### src/hdl/expression_token_lexer_macros.svh
// assertion macros for the expression token lexer
`ifndef EXPRESSION_TOKEN_LEXER_MACROS_SVH
`define EXPRESSION_TOKEN_LEXER_MACROS_SVH
`ifndef SYNTHESIS
`define ETL_ASSERT_IMPL(label, clk, rst_n, ante, cons) \
	label: assert property (@(posedge clk) disable iff (!rst_n) (ante) |-> (cons)) \
		else $error("same-cycle check failed");
`define ETL_ASSERT_NEXT(label, clk, rst_n, ante, cons) \
	label: assert property (@(posedge clk) disable iff (!rst_n) (ante) |=> (cons)) \
		else $error("next-cycle check failed");
`else
`define ETL_ASSERT_IMPL(label, clk, rst_n, ante, cons)
`define ETL_ASSERT_NEXT(label, clk, rst_n, ante, cons)
`endif
`endif

### src/hdl/etl_pkg.sv
// types and constants shared by the expression token lexer
package etl_pkg;

	localparam int POSITION_BITS_DEF = 16;

	localparam logic [1:0] MODE_IDLE = 2'd0;
	localparam logic [1:0] MODE_NUM  = 2'd1;
	localparam logic [1:0] MODE_NAME = 2'd2;
	localparam logic [1:0] MODE_STR  = 2'd3;

	localparam logic [3:0] K_PLUS     = 4'd0;
	localparam logic [3:0] K_STAR     = 4'd1;
	localparam logic [3:0] K_LPAREN   = 4'd2;
	localparam logic [3:0] K_RPAREN   = 4'd3;
	localparam logic [3:0] K_LBRACKET = 4'd4;
	localparam logic [3:0] K_RBRACKET = 4'd5;
	localparam logic [3:0] K_DOT      = 4'd6;
	localparam logic [3:0] K_NUMBER   = 4'd7;
	localparam logic [3:0] K_NAME     = 4'd8;
	localparam logic [3:0] K_STRING   = 4'd9;
	localparam logic [3:0] K_EOF      = 4'd10;
	localparam logic [3:0] K_MISSQ    = 4'd11;
	localparam logic [3:0] K_BAD      = 4'd12;

	localparam logic [7:0] CH_SPACE    = 8'h20;
	localparam logic [7:0] CH_PLUS     = 8'h2B;
	localparam logic [7:0] CH_STAR     = 8'h2A;
	localparam logic [7:0] CH_LPAREN   = 8'h28;
	localparam logic [7:0] CH_RPAREN   = 8'h29;
	localparam logic [7:0] CH_LBRACKET = 8'h5B;
	localparam logic [7:0] CH_RBRACKET = 8'h5D;
	localparam logic [7:0] CH_DOT      = 8'h2E;
	localparam logic [7:0] CH_SQUOTE   = 8'h27;
	localparam logic [7:0] CH_DQUOTE   = 8'h22;

	typedef struct packed {
		logic [7:0] character;
		logic       end_of_text;
	} char_t;

	typedef struct packed {
		logic [3:0]  token_kind;
		logic [15:0] token_start;
		logic [15:0] token_length;
		logic        last_of_run;
	} token_t;

endpackage

### src/hdl/expression_token_lexer.sv
// expression token lexer: one character per transaction in, tokens out
// a token passes through the input register and then the queue before it leaves
// throughput: one character per cycle; ending a run with a symbol, a bad character or end of text
//   gives two token transactions, and the input stalls while the four-entry queue holds more than two
// the scan mode, position and pending start live in one register each, updated once per character
// reset: asynchronous, active low; clears mode, position, pending start, input valid and queue
`include "expression_token_lexer_macros.svh"

module expression_token_lexer #(
	parameter int POSITION_BITS = etl_pkg::POSITION_BITS_DEF
) (
	input  logic           clk,
	input  logic           arst_n,
	input  logic           char_valid,
	output logic           char_stall,
	input  etl_pkg::char_t char_data,
	output logic           token_valid,
	input  logic           token_stall,
	output etl_pkg::token_t token_data
);
	import etl_pkg::*;

	localparam int PB = POSITION_BITS;

	logic          valid_s1;
	char_t         data_s1;
	logic [1:0]    mode_q;
	logic [PB-1:0] pos_q;
	logic [PB-1:0] start_q;

	token_t        queue_q [4];
	logic [1:0]    wp_q;
	logic [1:0]    rp_q;
	logic [2:0]    cnt_q;

	logic          adv;
	logic          pop;
	logic [1:0]    mode_d;
	logic [PB-1:0] pos_d;
	logic [PB-1:0] start_d;
	logic          flush_v;
	logic          sec_v;
	token_t        flush_tok;
	token_t        sec_tok;
	token_t        slot_a;
	token_t        slot_b;
	logic [1:0]    push_n;

	logic [7:0]    c;
	logic          is_digit;
	logic          is_alpha;
	logic          is_quote;
	logic [PB-1:0] pos_inc;
	logic [PB-1:0] len_full;
	logic [PB+15:0] pos_ext;
	logic [PB+15:0] start_ext;
	logic [PB+15:0] len_ext;
	logic [15:0]   pos16;
	logic [15:0]   start16;
	logic [15:0]   len16;
	logic [3:0]    flush_kind;

	assign adv        = valid_s1 && (cnt_q <= 3'd2);
	assign char_stall = valid_s1 && !adv;
	assign pop        = token_valid && !token_stall;
	assign token_valid = (cnt_q != 3'd0);
	assign token_data  = queue_q[rp_q];

	assign c        = data_s1.character;
	assign is_digit = c inside {[8'h30:8'h39]};
	assign is_alpha = c inside {[8'h41:8'h5A], [8'h61:8'h7A]};
	assign is_quote = (c == CH_SQUOTE) || (c == CH_DQUOTE);
	assign pos_inc  = (pos_q == {PB{1'b1}}) ? pos_q : pos_q + 1'b1;
	assign len_full = (pos_q >= start_q) ? pos_q - start_q : '0;

	assign pos_ext   = {16'b0, pos_q};
	assign start_ext = {16'b0, start_q};
	assign len_ext   = {16'b0, len_full};
	assign pos16     = pos_ext[15:0];
	assign start16   = start_ext[15:0];
	assign len16     = len_ext[15:0];

	always_comb begin
		case (mode_q)
			MODE_NUM:  flush_kind = K_NUMBER;
			MODE_NAME: flush_kind = K_NAME;
			MODE_STR:  flush_kind = K_MISSQ;
			default:   flush_kind = K_NUMBER;
		endcase
	end

	always_comb begin
		flush_v   = 1'b0;
		sec_v     = 1'b0;
		flush_tok = '{token_kind: flush_kind, token_start: start16, token_length: len16,
			last_of_run: 1'b0};
		sec_tok   = '{token_kind: K_BAD, token_start: pos16, token_length: 16'd1,
			last_of_run: 1'b1};
		mode_d    = mode_q;
		pos_d     = pos_q;
		start_d   = start_q;
		if (data_s1.end_of_text) begin
			flush_v = (mode_q != MODE_IDLE);
			sec_v   = 1'b1;
			sec_tok.token_kind   = K_EOF;
			sec_tok.token_length = 16'd0;
			mode_d  = MODE_IDLE;
			pos_d   = '0;
			start_d = '0;
		end else if (mode_q == MODE_NUM && is_digit) begin
			pos_d = pos_inc;
		end else if ((mode_q == MODE_NAME || mode_q == MODE_STR) && (is_digit || is_alpha)) begin
			pos_d = pos_inc;
		end else if (mode_q == MODE_STR && is_quote) begin
			sec_v = 1'b1;
			sec_tok.token_kind   = K_STRING;
			sec_tok.token_start  = start16;
			sec_tok.token_length = len16;
			mode_d = MODE_IDLE;
			pos_d  = pos_inc;
		end else begin
			flush_v = (mode_q != MODE_IDLE);
			mode_d  = MODE_IDLE;
			pos_d   = pos_inc;
			sec_v   = 1'b1;
			case (c)
				CH_SPACE:    sec_v = 1'b0;
				CH_PLUS:     sec_tok.token_kind = K_PLUS;
				CH_STAR:     sec_tok.token_kind = K_STAR;
				CH_LPAREN:   sec_tok.token_kind = K_LPAREN;
				CH_RPAREN:   sec_tok.token_kind = K_RPAREN;
				CH_LBRACKET: sec_tok.token_kind = K_LBRACKET;
				CH_RBRACKET: sec_tok.token_kind = K_RBRACKET;
				CH_DOT:      sec_tok.token_kind = K_DOT;
				default: begin
					if (is_digit) begin
						sec_v   = 1'b0;
						mode_d  = MODE_NUM;
						start_d = pos_q;
					end else if (is_alpha) begin
						sec_v   = 1'b0;
						mode_d  = MODE_NAME;
						start_d = pos_q;
					end else if (is_quote) begin
						sec_v   = 1'b0;
						mode_d  = MODE_STR;
						start_d = pos_inc;
					end
				end
			endcase
		end
	end

	always_comb begin
		slot_a = flush_v ? flush_tok : sec_tok;
		slot_a.last_of_run = !(flush_v && sec_v);
		slot_b = sec_tok;
		push_n = {1'b0, flush_v} + {1'b0, sec_v};
	end

	always_ff @(posedge clk or negedge arst_n) begin
		if (!arst_n) begin
			valid_s1 <= 1'b0;
		end else if (!char_stall) begin
			valid_s1 <= char_valid;
		end
	end

	always_ff @(posedge clk) begin
		if (char_valid && !char_stall) begin
			data_s1 <= char_data;
		end
	end

	always_ff @(posedge clk or negedge arst_n) begin
		if (!arst_n) begin
			mode_q  <= MODE_IDLE;
			pos_q   <= '0;
			start_q <= '0;
		end else if (adv) begin
			mode_q  <= mode_d;
			pos_q   <= pos_d;
			start_q <= start_d;
		end
	end

	always_ff @(posedge clk) begin
		if (adv && push_n != 2'd0) begin
			queue_q[wp_q] <= slot_a;
		end
		if (adv && push_n == 2'd2) begin
			queue_q[wp_q + 2'd1] <= slot_b;
		end
	end

	always_ff @(posedge clk or negedge arst_n) begin
		if (!arst_n) begin
			wp_q  <= '0;
			rp_q  <= '0;
			cnt_q <= '0;
		end else begin
			if (adv) begin
				wp_q <= wp_q + push_n;
			end
			if (pop) begin
				rp_q <= rp_q + 2'd1;
			end
			cnt_q <= cnt_q + {1'b0, (adv ? push_n : 2'd0)} - {2'b0, pop};
		end
	end

	`ETL_ASSERT_IMPL(a_queue_bound, clk, arst_n, 1'b1, cnt_q <= 3'd4)
	`ETL_ASSERT_NEXT(a_eot_clears, clk, arst_n, adv && data_s1.end_of_text, pos_q == '0 && mode_q == MODE_IDLE)
	`ETL_ASSERT_IMPL(a_start_order, clk, arst_n, mode_q != MODE_IDLE, start_q <= pos_q)

endmodule

### config.mk
export PLATFORM = sky130hd
export DESIGN_NAME = expression_token_lexer
export DESIGN_NICKNAME = d
export VERILOG_FILES = /design/src/hdl/etl_pkg.sv /design/src/hdl/expression_token_lexer.sv
export VERILOG_INCLUDE_DIRS = /design/src /design/src/hdl
export SDC_FILE = /design/constraint.sdc
export NUM_CORES = 1
export LEC_CHECK = 0
export ABC_AREA = 1
export BUFFER_PORTS_ARGS = -buffer_cell sky130_fd_sc_hd__buf_2
export CAP_MARGIN = 20
export CORE_MARGIN = 2
export CORE_UTILIZATION = 55
export CTS_CLUSTER_DIAMETER = 80
export CTS_CLUSTER_SIZE = 12
export DETAILED_ROUTE_END_ITERATION = 6
export PLACE_DENSITY = 0.75
export SKIP_LAST_GASP = 1
export SYNTH_ARGS = -nofsm -noshare
export SYNTH_HDL_FRONTEND = slang
export SYNTH_SLANG_ARGS = --single-unit
### constraint.sdc
create_clock -name clk -period 3.13 [get_ports clk]
set_clock_uncertainty 0.15 [all_clocks]
set_input_delay 0.1565 -clock clk [delete_from_list [all_inputs] [get_ports clk]]
set_output_delay 0.1565 -clock clk [all_outputs]
set_load 0.01 [all_outputs]
==> results.md <==
- Clock-pin slew was measured on the worst setup and hold paths at 80 ps.
- The count of input and output buffers is between 50 and 60.
- The number of antenna violations at the first check in global routing came to 0.
- The TritonCTS clock tree is done.
- Counting the fill cells in the layout gives about 1800.
- Among all flip-flop cells after synthesis, the most frequent one is sky130_fd_sc_hd__edfxtp_1.
- Counting I/O delays and the setup requirement, the final critical path takes between 3000 and 4000 ps.
- The final weighted congestion of routability-driven global placement is around 0.95.
- Measured along the x axis, the die boundary spans around 150 um.
- between 50 and 60 I/O pins were placed.
- The maximum net fanout on the critical path is 3.
- The number of antenna diodes is 0.
- The number of global-route vias before repair is ~11000.
- The worst register-to-register path ends at cnt_q[2]$_DFF_PN0_.
- The post-synthesis sequential area ratio is a little under half.
- The number of flops mapped to enable cells by yosys is roughly 150.
- Synthesis produced a netlist whose cell count is between 1500 and 2000.
- The number of placed instances, taps included, is approximately 1900.
- The run finished with clean final reports.
- The via total after detailed routing is between 10000 and 15000.
- The share of post-route cells with drive strength above 1 is between 10% and 20%.
- By area the synthesized netlist is led by sky130_fd_sc_hd__edfxtp_1 37%, sky130_fd_sc_hd__nand2_1 14%, sky130_fd_sc_hd__dfrtp_1 8.5%.
- The final count of negative-setup-slack endpoints is 0.
- The HPWL after detailed placement is around 23000 um.
- The number of violations reported at the end of detailed-routing iteration 0 is around 1600.
- For this design the static power due to leakage is about 6.1 nW.
- The critical path class is flip-flop to flip-flop.
- In this run the clock root is driven by a sky130_fd_sc_hd__clkbuf_16.
- The combined global-route utilization of all metal layers is a little under a third.
- The number of warnings reported in the yosys synthesis log is 0.
- The first global-routing pass estimated approximately 57000 um of wire.
- The startpoint of the worst register-to-register path is c[3]$_DFFE_PP_.
- Data on the critical path arrives at its endpoint at roughly 3300 ps.
- In the synthesized netlist the async set-or-reset flop fraction comes to between 20% and 30%.
- Counting along the longest clock path gives a buffer depth of 2.
- The required time reported for the critical path endpoint is approximately 3400 ps.
- The post-detailed-route via-to-cell ratio is 5.91.
- The total DRC errors in the routed layout is 0.
- For this configuration, the core starts out at a cell density of 56.3%.
- The number of distinct library cell variants in the gate-level netlist after synthesis is 43.
- The final total negative setup slack is 0 ps.
- The number of cells traversed by the worst register-to-register path is 19.
- The element type at the critical path start is a flip-flop.
- Counting flops and latches in the post-synthesis netlist gives roughly 200.
- The clock buffer count from CTS is 17.
- The path category of the worst min-delay check is input pin to async pin.
- The top achievable clock speed is ~0.32 GHz.
- The peak ir drop on the vdd network is between 0.6 and 0.7 mV.
- The max-slew violation count was 0.
- The synthesized netlist occupies a cell area of approximately 12000 um^2.
- The floorplan die area is roughly 24000 um^2.
- Entering global routing, the biggest net connects 71 pins.
- The cell taking the most area after synthesis is sky130_fd_sc_hd__edfxtp_1.
- Clock latency on the worst-skew pair, taken at its later pin, is around 440 ps.
- Once detail routing completed, the nets flagged for antenna violations numbered 0.
- The capture point of the worst path is cnt_q[2]$_DFF_PN0_.
- The count of final hold-check violations came to 0.
- The number of standard cells in the layout, taps in and fillers out is around 2000.
- Clock tree synthesis found a total of between 150 and 200 sinks.
- The sort of element at the end of the critical path is a flip-flop.
- The core box area is ~22000 um^2.
- The synthesized area per cell is 7.75 um^2.
- In this run the vertical extent of the chip is 154 um.
- In this run the biggest area consumer among cell types represents a little under two fifths of the synthesized area.
- After floorplanning, the core was divided into 54 placement rows.
- The total overflow reported by the global router is 0.
- The routed design has 35900 um of wire.
- Setup repair after global routing could not meet its margin everywhere.
- The area added between synthesis and finish is 13.7%.
- In the final design database the tool counted roughly 1700 nets.
- The slack of the worst reg-to-reg path is between 15 and 20 ps.
- The net count after synthesis is between 1500 and 2000.
- The routed wire length per instance is around 18 um.
- After layout, the worst path uses just under 100% of the clock period.
- The number of H-tree branching levels is 4.
- The number of violations of the max-capacitance limit is 0.
- For the pin with the worst max-slew slack, the measured transition is approximately 760 ps.
- In this run the power density over the cells is 946 nW/um^2.
- Before antenna repair, the detailed router went through 6 iterations.
- In this run the worst setup path begins at c[3]$_DFFE_PP_.
- Measured against its own limit, the worst slew margin works out to roughly half.
-- worst min-delay path by stage --
stage                       startpoint              endpoint  slack, ps
after CTS                 char_data[7]        c[6]$_DFFE_PP_        260
after floorplan                 arst_n    cnt_q[0]$_DFF_PN0_       -290
final                           arst_n  pos16[8]$_DFFE_PN0P_         30
after global placement    char_data[1]        c[0]$_DFFE_PP_        180
after detailed placement  char_data[2]        c[1]$_DFFE_PP_        180
after global routing            arst_n   wp_q[0]$_DFFE_PN0P_         50
-- layout make-up --
type                    instances  area [um^2]  share of cell area [%]
clock buffers                  18          429                    3.05
clock inverters                14          181                    1.29
inverters                     122          460                    3.27
multi-input cells            1195         5910                    42.0
flip-flops and latches        199         5730                    40.7
well taps                     280          350                    2.49
repair buffers                123         1000                    7.15
-- power breakdown --
group	leakage, nW	switching, mW	internal [mW]	total (mW)
Sequential	2.03	0.294	3.65	3.95
Clock	0.296	1.08	1.22	2.30
Combinational	3.75	4.88	2.16	7.05
-- metal layers --
layer	share of wire (%)	vias to the layer above	track usage, %
li1	-	5450	-
met1	40	5278	42.7
met2	46	708	48.5
met3	11	92	5.38
met4	3.1	0	11.4
met5	0	-	0
-- metrics by stage --
step	instance area, um^2	hold WS (ps)	power [mW]	utilization, %	worst slack [ps]
final	14100	27.5	13.3	64.0	19.5
after global routing	14100	50.0	14.2	64.0	-122
after CTS	13900	258	13.1	63.4	6.78
after detailed placement	13200	185	10.8	60.0	-16.1
after global placement	13200	183	10.7	60.0	105
after floorplan	12400	-289	8.61	-	29.3
-- registers in the layout (all words and copies together), names as in the netlist --
signal	flops
c	8
pos16	16
data_s1	1
valid_s1	1
mode_q	2
wp_q	2
queue_q	148
cnt_q	3
start16	16
rp_q	2
-- repair_timing --
item | 4_1_cts | 5_1_grt
endpoints found under the hold margin | 54 | 0
gates resized for setup | 2 | 19
setup endpoints to repair | 1 | 131
hold buffers | 12 | 0
setup buffers | 3 | 6
pin swaps | 0 | 17
-- critical path, stage by stage, from the launching register on --
cell                       delay (ps)
sky130_fd_sc_hd__edfxtp_1         460
sky130_fd_sc_hd__nor2_2           200
sky130_fd_sc_hd__nand2_1          100
sky130_fd_sc_hd__nand2_1           90
sky130_fd_sc_hd__nand3_2           70
sky130_fd_sc_hd__nand2_2           80
sky130_fd_sc_hd__nand2_4           60
sky130_fd_sc_hd__inv_2             50
sky130_fd_sc_hd__o211ai_1          90
sky130_fd_sc_hd__nand2_2           90
sky130_fd_sc_hd__inv_2             50
sky130_fd_sc_hd__ha_4             260
sky130_fd_sc_hd__nand2_2           60
sky130_fd_sc_hd__ha_4             240
sky130_fd_sc_hd__inv_1             50
sky130_fd_sc_hd__ha_2             160
sky130_fd_sc_hd__inv_2             40
sky130_fd_sc_hd__fa_2             390
sky130_fd_sc_hd__xnor2_2          170
sky130_fd_sc_hd__xor2_1           170
-- cells by family after synthesis --
| family | after synthesis | synth area share [%] |
|---|---|---|
| simple gates | 913 | 32.3 |
| compound gates | 234 | 10.2 |
| buf+inv | 201 | 6.92 |
| flops | 199 | 46.3 |
| xor+xnor | 22 | 1.56 |
| fa+ha+maj | 26 | 2.75 |
-- layout by cell type, fill, tap and decap left out, types with 7 or more instances in the layout --
cell type / n
sky130_fd_sc_hd__clkbuf_16: 17
sky130_fd_sc_hd__xor2_1: 18
sky130_fd_sc_hd__inv_2: 25
sky130_fd_sc_hd__inv_1: 96
sky130_fd_sc_hd__buf_12: 14
sky130_fd_sc_hd__a21oi_1: 33
sky130_fd_sc_hd__nor3_4: 8
sky130_fd_sc_hd__ha_1: 21
sky130_fd_sc_hd__nor2_2: 16
sky130_fd_sc_hd__nor3_1: 14
sky130_fd_sc_hd__dlygate4sd3_1: 12
sky130_fd_sc_hd__edfxtp_1: 153
sky130_fd_sc_hd__nand3_1: 177
sky130_fd_sc_hd__nand4_1: 9
sky130_fd_sc_hd__dfrtp_1: 41
sky130_fd_sc_hd__buf_4: 45
sky130_fd_sc_hd__nor2_1: 173
sky130_fd_sc_hd__o21ai_1: 7
sky130_fd_sc_hd__nand2_4: 14
sky130_fd_sc_hd__nand2_1: 465
sky130_fd_sc_hd__nand2_2: 24
sky130_fd_sc_hd__o21ai_0: 138
sky130_fd_sc_hd__buf_2: 51
sky130_fd_sc_hd__o22ai_1: 45
-- synthesized netlist by cell type (12+ instances only) --
| cell type | number |
|---|---|
| sky130_fd_sc_hd__ha_1 | 24 |
| sky130_fd_sc_hd__nor2_1 | 178 |
| sky130_fd_sc_hd__o22ai_1 | 45 |
| sky130_fd_sc_hd__nand2_2 | 17 |
| sky130_fd_sc_hd__clkbuf_1 | 51 |
| sky130_fd_sc_hd__edfxtp_1 | 153 |
| sky130_fd_sc_hd__dfrtp_1 | 42 |
| sky130_fd_sc_hd__nand2_4 | 12 |
| sky130_fd_sc_hd__inv_1 | 103 |
| sky130_fd_sc_hd__inv_2 | 18 |
| sky130_fd_sc_hd__a21oi_1 | 33 |
| sky130_fd_sc_hd__nand2_1 | 474 |
| sky130_fd_sc_hd__nand3_1 | 180 |
| sky130_fd_sc_hd__nor3_1 | 14 |
| sky130_fd_sc_hd__o21ai_0 | 138 |
| sky130_fd_sc_hd__xor2_1 | 18 |
| sky130_fd_sc_hd__buf_2 | 12 |
(Power assumes the default switching activity.)
